===== src/hdl/rbam_pkg.sv =====
// ----------------------------------------------------------------------------
// rbam_pkg
// Shared types and constants for the RGB blend mode and alpha mixer.
// ----------------------------------------------------------------------------
package rbam_pkg;

  localparam int unsigned ChanW        = 8;
  localparam int unsigned NumChan      = 3;
  localparam int unsigned ModeW        = 3;
  localparam int unsigned WeightW      = 9;
  localparam int unsigned CfgIdxW      = 2;
  localparam int unsigned CfgDataW     = 9;
  localparam int unsigned FifoDepthDef = 4;

  localparam logic [ChanW-1:0]   OverlaySplit = 8'd128;
  localparam logic [ChanW-1:0]   ChanMax      = 8'd255;
  localparam logic [WeightW-1:0] Q8One        = 9'd256;
  // floor(s/3) == (s*683)>>11 for every sum of three 8-bit channels
  localparam logic [9:0]         BrightMul    = 10'd683;
  localparam int unsigned        BrightShift  = 11;

  localparam logic [CfgIdxW-1:0] CFG_MODE   = 2'd0;
  localparam logic [CfgIdxW-1:0] CFG_WEIGHT = 2'd1;

  typedef enum logic [ModeW-1:0] {
    MODE_NORMAL   = 3'd0,
    MODE_MULTIPLY = 3'd1,
    MODE_SCREEN   = 3'd2,
    MODE_OVERLAY  = 3'd3,
    MODE_DARKEN   = 3'd4,
    MODE_LIGHTEN  = 3'd5,
    MODE_DIFF     = 3'd6,
    MODE_ADD      = 3'd7
  } mode_e;

  typedef enum logic [2:0] {
    OP_FORE   = 3'd0,
    OP_BACK   = 3'd1,
    OP_MUL    = 3'd2,
    OP_SCREEN = 3'd3,
    OP_DIFF   = 3'd4,
    OP_ADD    = 3'd5
  } ch_op_e;

  typedef logic [NumChan-1:0][ChanW-1:0] pixel_t;

  typedef struct packed {
    pixel_t                   back;
    pixel_t                   fore;
    ch_op_e [NumChan-1:0]     op;
  } item_t;

  typedef struct packed {
    logic full;
    logic empty;
  } fifo_stat_t;

endpackage


===== src/hdl/rbam_front.sv =====
// ----------------------------------------------------------------------------
// rbam_front
// Accepts a pixel pair and classifies the per-channel operation.
// ----------------------------------------------------------------------------
module rbam_front (
  input  logic             clk_i,
  input  logic             rst_ni,
  input  rbam_pkg::mode_e  mode_i,
  input  logic             push,
  output logic             full,
  input  rbam_pkg::pixel_t back_i,
  input  rbam_pkg::pixel_t fore_i,
  input  logic             fifo_full_i,
  output logic             item_valid_o,
  output rbam_pkg::item_t  item_o
);
  import rbam_pkg::*;

  logic                 valid_q, valid_d;
  item_t                item_q;
  item_t                item_d;
  logic [9:0]           sum_b, sum_f;
  logic [19:0]          prod_b, prod_f;
  logic [ChanW-1:0]     bright_b, bright_f;
  logic                 back_le;
  logic                 accept;
  logic                 drain;

  assign drain  = valid_q && !fifo_full_i;
  assign full   = valid_q && fifo_full_i;
  assign accept = push && !full;

  always_comb begin
    sum_b    = 10'(back_i[0]) + 10'(back_i[1]) + 10'(back_i[2]);
    sum_f    = 10'(fore_i[0]) + 10'(fore_i[1]) + 10'(fore_i[2]);
    prod_b   = sum_b * BrightMul;
    prod_f   = sum_f * BrightMul;
    bright_b = prod_b[BrightShift +: ChanW];
    bright_f = prod_f[BrightShift +: ChanW];
    back_le  = (bright_b <= bright_f);
  end

  always_comb begin
    item_d.back = back_i;
    item_d.fore = fore_i;
    for (int i = 0; i < NumChan; i++) begin
      unique case (mode_i)
        MODE_NORMAL:   item_d.op[i] = OP_FORE;
        MODE_MULTIPLY: item_d.op[i] = OP_MUL;
        MODE_SCREEN:   item_d.op[i] = OP_SCREEN;
        MODE_OVERLAY:  item_d.op[i] = (fore_i[i] <= OverlaySplit) ? OP_MUL : OP_SCREEN;
        MODE_DARKEN:   item_d.op[i] = back_le ? OP_BACK : OP_FORE;
        MODE_LIGHTEN:  item_d.op[i] = back_le ? OP_FORE : OP_BACK;
        MODE_DIFF:     item_d.op[i] = OP_DIFF;
        MODE_ADD:      item_d.op[i] = OP_ADD;
        default:       item_d.op[i] = OP_FORE;
      endcase
    end
  end

  always_comb begin
    valid_d = valid_q;
    if (accept) begin
      valid_d = 1'b1;
    end else if (drain) begin
      valid_d = 1'b0;
    end
  end

  always_ff @(posedge clk_i or negedge rst_ni) begin
    if (!rst_ni) begin
      valid_q <= 1'b0;
    end else begin
      valid_q <= valid_d;
    end
  end

  always_ff @(posedge clk_i) begin
    if (accept) begin
      item_q <= item_d;
    end
  end

  assign item_valid_o = valid_q;
  assign item_o       = item_q;

endmodule


===== src/hdl/rbam_fifo.sv =====
// ----------------------------------------------------------------------------
// rbam_fifo
// Short queue of classified items between the front and the back.
// ----------------------------------------------------------------------------
module rbam_fifo #(
  parameter int unsigned Depth = rbam_pkg::FifoDepthDef
) (
  input  logic                 clk_i,
  input  logic                 rst_ni,
  input  logic                 wr_i,
  input  rbam_pkg::item_t      wr_item_i,
  input  logic                 rd_i,
  output rbam_pkg::item_t      rd_item_o,
  output rbam_pkg::fifo_stat_t stat_o
);
  import rbam_pkg::*;

  localparam int unsigned PtrW = (Depth > 1) ? $clog2(Depth) : 1;
  localparam int unsigned CntW = $clog2(Depth + 1);
  localparam logic [PtrW-1:0] LastPtr = PtrW'(Depth - 1);
  localparam logic [CntW-1:0] FullCnt = CntW'(Depth);

  item_t           mem_q [Depth];
  logic [PtrW-1:0] wr_ptr_q, wr_ptr_d;
  logic [PtrW-1:0] rd_ptr_q, rd_ptr_d;
  logic [CntW-1:0] count_q, count_d;
  logic            do_wr, do_rd;

  assign stat_o.full  = (count_q == FullCnt);
  assign stat_o.empty = (count_q == '0);
  assign do_wr        = wr_i && !stat_o.full;
  assign do_rd        = rd_i && !stat_o.empty;
  assign rd_item_o    = mem_q[rd_ptr_q];

  always_comb begin
    wr_ptr_d = wr_ptr_q;
    rd_ptr_d = rd_ptr_q;
    count_d  = count_q;
    if (do_wr) begin
      wr_ptr_d = (wr_ptr_q == LastPtr) ? '0 : wr_ptr_q + 1'b1;
    end
    if (do_rd) begin
      rd_ptr_d = (rd_ptr_q == LastPtr) ? '0 : rd_ptr_q + 1'b1;
    end
    if (do_wr && !do_rd) begin
      count_d = count_q + 1'b1;
    end else if (do_rd && !do_wr) begin
      count_d = count_q - 1'b1;
    end
  end

  always_ff @(posedge clk_i or negedge rst_ni) begin
    if (!rst_ni) begin
      wr_ptr_q <= '0;
      rd_ptr_q <= '0;
      count_q  <= '0;
    end else begin
      wr_ptr_q <= wr_ptr_d;
      rd_ptr_q <= rd_ptr_d;
      count_q  <= count_d;
    end
  end

  always_ff @(posedge clk_i) begin
    if (do_wr) begin
      mem_q[wr_ptr_q] <= wr_item_i;
    end
  end

`ifndef NO_ASSERTIONS
  a_count_dec: assert property (@(posedge clk_i) disable iff (!rst_ni)
    (do_rd && !do_wr) |=> (count_q == $past(count_q) - 1'b1))
    else $error("queue count did not drop on read");
  a_no_rd_empty: assert property (@(posedge clk_i) disable iff (!rst_ni)
    !(rd_i && stat_o.empty))
    else $error("read from empty queue");
  a_count_range: assert property (@(posedge clk_i) disable iff (!rst_ni)
    count_q <= FullCnt)
    else $error("queue count out of range");
  a_count_inc: assert property (@(posedge clk_i) disable iff (!rst_ni)
    (do_wr && !do_rd) |=> (count_q == $past(count_q) + 1'b1))
    else $error("queue count did not advance on write");
  a_ptr_sync: assert property (@(posedge clk_i) disable iff (!rst_ni)
    (stat_o.empty || stat_o.full) |-> (wr_ptr_q == rd_ptr_q))
    else $error("queue pointers disagree with count");
`endif

endmodule


===== src/hdl/rbam_back.sv =====
// ----------------------------------------------------------------------------
// rbam_back
// Three-stage blend and mix pipeline ending in the result register.
// ----------------------------------------------------------------------------
module rbam_back (
  input  logic                          clk_i,
  input  logic                          rst_ni,
  input  logic [rbam_pkg::WeightW-1:0]  weight_i,
  input  rbam_pkg::fifo_stat_t          stat_i,
  input  rbam_pkg::item_t               item_i,
  output logic                          rd_o,
  output logic                          empty,
  input  logic                          pop,
  output rbam_pkg::pixel_t              pix_o
);
  import rbam_pkg::*;

  logic                               a_valid_q, b_valid_q, c_valid_q;
  logic                               adv_a, adv_b, adv_c;
  ch_op_e [NumChan-1:0]               a_op_q;
  pixel_t                             a_back_q, a_fore_q;
  logic   [NumChan-1:0][15:0]         a_prod_q, a_prod_d;
  pixel_t                             b_blend_q, b_blend_d, b_back_q;
  pixel_t                             c_pix_q, c_pix_d;
  logic   [16:0]                      div_sum;
  logic   [ChanW-1:0]                 mul_v;
  logic   [ChanW:0]                   add_v;
  logic   [WeightW-1:0]               w_sat, w_inv;
  logic   [16:0]                      mix_v;

  assign adv_c = !c_valid_q || pop;
  assign adv_b = !b_valid_q || adv_c;
  assign adv_a = !a_valid_q || adv_b;
  assign rd_o  = adv_a && !stat_i.empty;

  always_comb begin
    for (int i = 0; i < NumChan; i++) begin
      a_prod_d[i] = item_i.back[i] * item_i.fore[i];
    end
  end

  // divide by 255: floor(p/255) == (p + (p>>8) + 1) >> 8 for 16-bit p
  always_comb begin
    div_sum = '0;
    mul_v   = '0;
    add_v   = '0;
    for (int i = 0; i < NumChan; i++) begin
      div_sum = 17'(a_prod_q[i]) + 17'(a_prod_q[i][15:8]) + 17'd1;
      mul_v   = div_sum[15:8];
      add_v   = 9'(a_back_q[i]) + 9'(a_fore_q[i]);
      case (a_op_q[i])
        OP_FORE:   b_blend_d[i] = a_fore_q[i];
        OP_BACK:   b_blend_d[i] = a_back_q[i];
        OP_MUL:    b_blend_d[i] = mul_v;
        OP_SCREEN: b_blend_d[i] = 8'(add_v - 9'(mul_v));
        OP_DIFF:   b_blend_d[i] = (a_back_q[i] >= a_fore_q[i]) ?
                                  (a_back_q[i] - a_fore_q[i]) :
                                  (a_fore_q[i] - a_back_q[i]);
        OP_ADD:    b_blend_d[i] = add_v[ChanW] ? ChanMax : add_v[ChanW-1:0];
        default:   b_blend_d[i] = a_fore_q[i];
      endcase
    end
  end

  always_comb begin
    w_sat = (weight_i > Q8One) ? Q8One : weight_i;
    w_inv = Q8One - w_sat;
    mix_v = '0;
    for (int i = 0; i < NumChan; i++) begin
      mix_v      = 17'(w_sat * b_blend_q[i]) + 17'(w_inv * b_back_q[i]);
      c_pix_d[i] = mix_v[15:8];
    end
  end

  always_ff @(posedge clk_i or negedge rst_ni) begin
    if (!rst_ni) begin
      a_valid_q <= 1'b0;
      b_valid_q <= 1'b0;
      c_valid_q <= 1'b0;
    end else begin
      if (adv_a) begin
        a_valid_q <= !stat_i.empty;
      end
      if (adv_b) begin
        b_valid_q <= a_valid_q;
      end
      if (adv_c) begin
        c_valid_q <= b_valid_q;
      end
    end
  end

  always_ff @(posedge clk_i) begin
    if (rd_o) begin
      a_op_q   <= item_i.op;
      a_back_q <= item_i.back;
      a_fore_q <= item_i.fore;
      a_prod_q <= a_prod_d;
    end
    if (adv_b && a_valid_q) begin
      b_blend_q <= b_blend_d;
      b_back_q  <= a_back_q;
    end
    if (adv_c && b_valid_q) begin
      c_pix_q <= c_pix_d;
    end
  end

  assign empty = !c_valid_q;
  assign pix_o = c_pix_q;

endmodule


===== src/hdl/rgb_blend_mode_alpha_mixer.sv =====
// ----------------------------------------------------------------------------
// rgb_blend_mode_alpha_mixer
// Blends a foreground RGB pixel onto a background pixel and mixes by weight.
// ----------------------------------------------------------------------------
// One pixel pair is taken every clock while full is low, and one composited
// pixel leaves every clock while pop is high; the per-channel multipliers are
// fully pipelined, so nothing in the path iterates. An item passes in order
// through the classifying front register, the queue, the product stage and
// the blend stage, after which it sits in the mix register that drives the
// result ports. The queue of FifoDepth entries lets the front keep taking
// pixels while the result side stalls, until the queue fills.
// Write blend_mode and mix_weight only while no pixel is in flight.
// ----------------------------------------------------------------------------
module rgb_blend_mode_alpha_mixer #(
  parameter int unsigned FifoDepth = rbam_pkg::FifoDepthDef
) (
  input  logic                          clk_i,
  input  logic                          rst_ni,
  input  logic                          cfg_valid_i,
  output logic                          cfg_ready_o,
  input  logic [rbam_pkg::CfgIdxW-1:0]  cfg_index_i,
  input  logic [rbam_pkg::CfgDataW-1:0] cfg_data_i,
  input  logic                          push,
  output logic                          full,
  input  logic [7:0]                    back_red_i,
  input  logic [7:0]                    back_green_i,
  input  logic [7:0]                    back_blue_i,
  input  logic [7:0]                    fore_red_i,
  input  logic [7:0]                    fore_green_i,
  input  logic [7:0]                    fore_blue_i,
  output logic                          empty,
  input  logic                          pop,
  output logic [7:0]                    out_red_o,
  output logic [7:0]                    out_green_o,
  output logic [7:0]                    out_blue_o
);
  import rbam_pkg::*;

  mode_e              mode_q;
  logic [WeightW-1:0] weight_q;
  pixel_t             back_pix, fore_pix, out_pix;
  item_t              fe_item, fifo_item;
  logic               fe_valid;
  logic               fifo_rd;
  fifo_stat_t         fifo_stat;

  assign cfg_ready_o = 1'b1;

  always_ff @(posedge clk_i or negedge rst_ni) begin
    if (!rst_ni) begin
      mode_q   <= MODE_NORMAL;
      weight_q <= Q8One;
    end else if (cfg_valid_i && cfg_ready_o) begin
      unique case (cfg_index_i)
        CFG_MODE:   mode_q   <= mode_e'(cfg_data_i[ModeW-1:0]);
        CFG_WEIGHT: weight_q <= cfg_data_i[WeightW-1:0];
        default:    ;
      endcase
    end
  end

  assign back_pix[0] = back_red_i;
  assign back_pix[1] = back_green_i;
  assign back_pix[2] = back_blue_i;
  assign fore_pix[0] = fore_red_i;
  assign fore_pix[1] = fore_green_i;
  assign fore_pix[2] = fore_blue_i;

  rbam_front u_front (
    .clk_i        (clk_i),
    .rst_ni       (rst_ni),
    .mode_i       (mode_q),
    .push         (push),
    .full         (full),
    .back_i       (back_pix),
    .fore_i       (fore_pix),
    .fifo_full_i  (fifo_stat.full),
    .item_valid_o (fe_valid),
    .item_o       (fe_item)
  );

  rbam_fifo #(
    .Depth (FifoDepth)
  ) u_fifo (
    .clk_i     (clk_i),
    .rst_ni    (rst_ni),
    .wr_i      (fe_valid),
    .wr_item_i (fe_item),
    .rd_i      (fifo_rd),
    .rd_item_o (fifo_item),
    .stat_o    (fifo_stat)
  );

  rbam_back u_back (
    .clk_i    (clk_i),
    .rst_ni   (rst_ni),
    .weight_i (weight_q),
    .stat_i   (fifo_stat),
    .item_i   (fifo_item),
    .rd_o     (fifo_rd),
    .empty    (empty),
    .pop      (pop),
    .pix_o    (out_pix)
  );

  assign out_red_o   = out_pix[0];
  assign out_green_o = out_pix[1];
  assign out_blue_o  = out_pix[2];

endmodule

===== config.mk =====
export PLATFORM = sky130hd
export DESIGN_NAME = rgb_blend_mode_alpha_mixer
export DESIGN_NICKNAME = d
export VERILOG_FILES = /design/src/hdl/rbam_pkg.sv /design/src/hdl/rbam_front.sv /design/src/hdl/rbam_fifo.sv /design/src/hdl/rbam_back.sv /design/src/hdl/rgb_blend_mode_alpha_mixer.sv
export SDC_FILE = /design/constraint.sdc
export NUM_CORES = 2
export LEC_CHECK = 0
export ABC_AREA = 1
export BUFFER_PORTS_ARGS = -buffer_cell sky130_fd_sc_hd__buf_2
export CELL_PAD_IN_SITES_DETAIL_PLACEMENT = 0
export CELL_PAD_IN_SITES_GLOBAL_PLACEMENT = 1
export CORE_MARGIN = 10
export CORE_UTILIZATION = 45
export CTS_CLUSTER_SIZE = 8
export DETAILED_ROUTE_END_ITERATION = 8
export PLACE_DENSITY = 0.71
export SYNTH_ARGS = -nofsm -noshare
export SYNTH_HDL_FRONTEND = slang
export SYNTH_SLANG_ARGS = --single-unit

===== constraint.sdc =====
create_clock -name clk_i -period 14.4 [get_ports clk_i]
set_input_delay 2.16 -clock clk_i [delete_from_list [all_inputs] [get_ports clk_i]]
set_output_delay 2.16 -clock clk_i [all_outputs]
set_load 0.01 [all_outputs]

==> flow_metrics.py <==
metrics = {
    "status": {
        "outcome": "finished, final reports clean",
    },
    "yosys": {
        "synthCells": 5395,
        "syn_area_um2": 47600,
        "synth-seq-area-share": 0.289,
        "ys_warn_count": 0,
        "async_reset_ff_frac": 0.0499,
        "syn_avg_cell_area_um2": 8.82,
        "synth_ff_type": "edfxtp_1",
        "synth_cell_types": 65,
        "synth_seq_cells": 461,
        "synth_edf_count": 438,
        "synthesis.nets": 6500,
    },
    "floorplan": {
        "io_pins": 91,
        "chipHeight_um": 345,
        "dieArea_um2": 119000,
        "initial_utilization": 0.453,
        "chipWidth_um": 345,
        "core_area_um2": 105000,
        "std_cell_rows": 119,
    },
    "layout": {
        "fill_cells": 10300,
        "n_antenna_cell": 0,
        "area_growth_pct": 8.52,
        "drive_gt1_frac": 0.0501,
        "final_common_cell": "nand2_1",
        "final_cell_mix": "nand2_1, inv_1, ha_1",
        "num-nets-final": 6591,
    },
    "detailed_routing": {
        "num_vias": 35100,
        "drt_iter0_drc": 2107,
        "via_per_inst": 5.07,
        "routedWlPerCell_um": 17.5,
        "drc": 0,
        "firstDrtPassIters": 5,
        "postRouteAntennaNets": 0,
        "wl_um": 121000,
    },
    "global_route": {
        "grt_max_degree": 67,
        "grt_pass1_vias": 36000,
        "grt-ovfl-total": 0,
        "grt_pass1_wl_um": 196000,
        "antenna_found_initial": 0,
        "track_usage": 0.204,
    },
    "place": {
        "dpl_worst_slack_ns": 4.78,
        "port_buffers": 89,
        "dp_hpwl_um": 97100,
        "gp_congestion": 0.900,
    },
    "worst_hold_path": {
        "hold_path_class": "reg2reg",
    },
    "setup_path": {
        "critPathMaxFanout": 5,
        "crit_top_cell": "nand2_1",
        "slowest_delay_ns": 0.56,
        "crit_family": "adder cells",
        "endpoint_kind": "register",
        "crit_path_top_delay_cell": "fa_1",
        "cp_data_required_time_ns": 14.76,
        "arrival_ns": 9.43,
        "critical_path_class": "in2reg",
        "worst-path-buf-inv": 8,
        "startpoint_type": "primary input",
    },
    "sta": {
        "min_period_ns": 9.07,
        "skew_ns": 0.0382,
        "post-route-period-util": 0.630,
        "worst_slew_pin_slew_ns": 1.06,
        "rsz0062_at_grt": "no",
        "worst_slack_ns": 5.33,
        "setup_viol": 0,
        "fmax_mhz": 110,
        "relSlewSlack": 0.291,
        "hold_viol": 0,
        "fin_tns_setup_ns": 0,
        "slew_viol_final": 0,
    },
    "run": {
        "drv_cap": 0,
    },
    "clock_network": {
        "insertion_delay_ns": 0.64,
        "post_cts.repair.setup_buffers": 0,
        "htreeDepth": 3,
        "clockBufferDepth": 3,
        "clock_sinks": 461,
        "cts_tree": "done",
        "cts.hold.buffers_added": 0,
        "cts_root_buffer": "clkbuf_16",
        "cts.clk_slew.worst_paths_ns": 0.05,
        "cts_made_buffers": 71,
        "cts-resized-gates": 0,
    },
}
-- registers in the layout (all words and copies together), names as in the netlist, 2 cells and up --
register          flops
mode_q                3
u_back.a_back_q      24
u_back.a_fore_q      24
u_back.a_op_q         5
u_back.a_prod_q      48
u_back.b_back_q      24
u_back.b_blend_q     24
u_back.pix_o         24
u_fifo.count_q        3
u_fifo.mem_q        212
u_fifo.rd_ptr_q       2
u_fifo.wr_ptr_q       2
u_front.item_o       53
weight_q              9
-- cell usage after synthesis, drive strengths merged, types with 2 or more instances --
master   number  area share
o21ai       114       0.012
a32oi        48       0.010
edfxtp      438        0.28
or2           9      0.0012
nor2        498       0.039
nor3         31      0.0037
buf          50      0.0056
clkinv        3     0.00024
o21bai       15      0.0028
ha          556        0.15
nand3       202       0.022
mux2          4     0.00095
o31ai         4     0.00074
inv        1139       0.090
nor4          7     0.00092
dfrtp        22       0.012
nand3b       19      0.0030
a21oi       264       0.028
o311ai        4     0.00074
o22ai         8      0.0011
clkbuf       41      0.0033
o221ai        4     0.00074
o21a          5     0.00079
xnor2        36      0.0066
fa          485        0.20
o2111ai       3     0.00055
nand4        24      0.0033
a31oi         5     0.00066
a211oi        8      0.0013
o211ai       10      0.0016
a21o         12      0.0019
nand2      1214       0.097
and2          3     0.00039
xor2        103       0.019
a21boi        2     0.00032
-- stage by stage --
stage / area (um^2) / std cells / utilization / hold slack (ns)
after floorplan: 47600 / 5395 / - / 0.433
after global placement: 49500 / 6804 / 0.471 / 0.474
after detailed placement: 49500 / 6804 / 0.471 / 0.478
after CTS: 51600 / 6917 / 0.491 / 0.486
after global routing: 51600 / 6917 / 0.491 / 0.501
final: 51600 / 6917 / 0.491 / 0.485
-- layer usage --
layer / up-vias / track usage / share of wire
li1: 17200 / - / -
met1: 17000 / 0.270 / 0.45
met2: 659 / 0.349 / 0.48
met3: 161 / 0.0248 / 0.040
met4: 0 / 0.0571 / 0.026
met5: - / 0 / 0
-- worst paths after layout --
kind | to | start | cells past startpoint | slack (ns)
worst max register to register | u_back.pix_o[13] | weight_q[0] | 31 | 6.40
max in group asynchronous | u_fifo.rd_ptr_q[0] | rst_ni | 1 | 12.24
worst min register to register | u_fifo.mem_q[1][32] | u_front.item_o[32] | 0 | 0.48
min in group asynchronous | mode_q[1] | rst_ni | 1 | 1.60
worst min-delay path | u_fifo.mem_q[1][32] | u_front.item_o[32] | 0 | 0.48
worst max-delay path | u_front.item_o[0] | back_red_i[0] | 42 | 5.33
-- area by class of cell --
type	instances	area (um^2)	share of cell area
Clock buffer	99	1910	0.0370
Clock inverter	14	184	0.00356
Inverter	1142	4290	0.0831
Multi-Input combinational cell	3701	29200	0.565
Sequential cell	461	13700	0.266
Tap cell	1391	1740	0.0337
Timing Repair Buffer	109	596	0.0115
-- kinds of logic after synthesis --
group	share of synthesized area
buf+inv	0.0991
xor+xnor	0.0259
other cells	0.0000788
mux	0.000947
compound gates	0.0645
fa+ha+maj	0.350
simple gates	0.171
flops	0.289
Power is left out: the tool's default activity adds up to more than one toggle a clock period on the data nets, which glitch-free logic cannot reach.
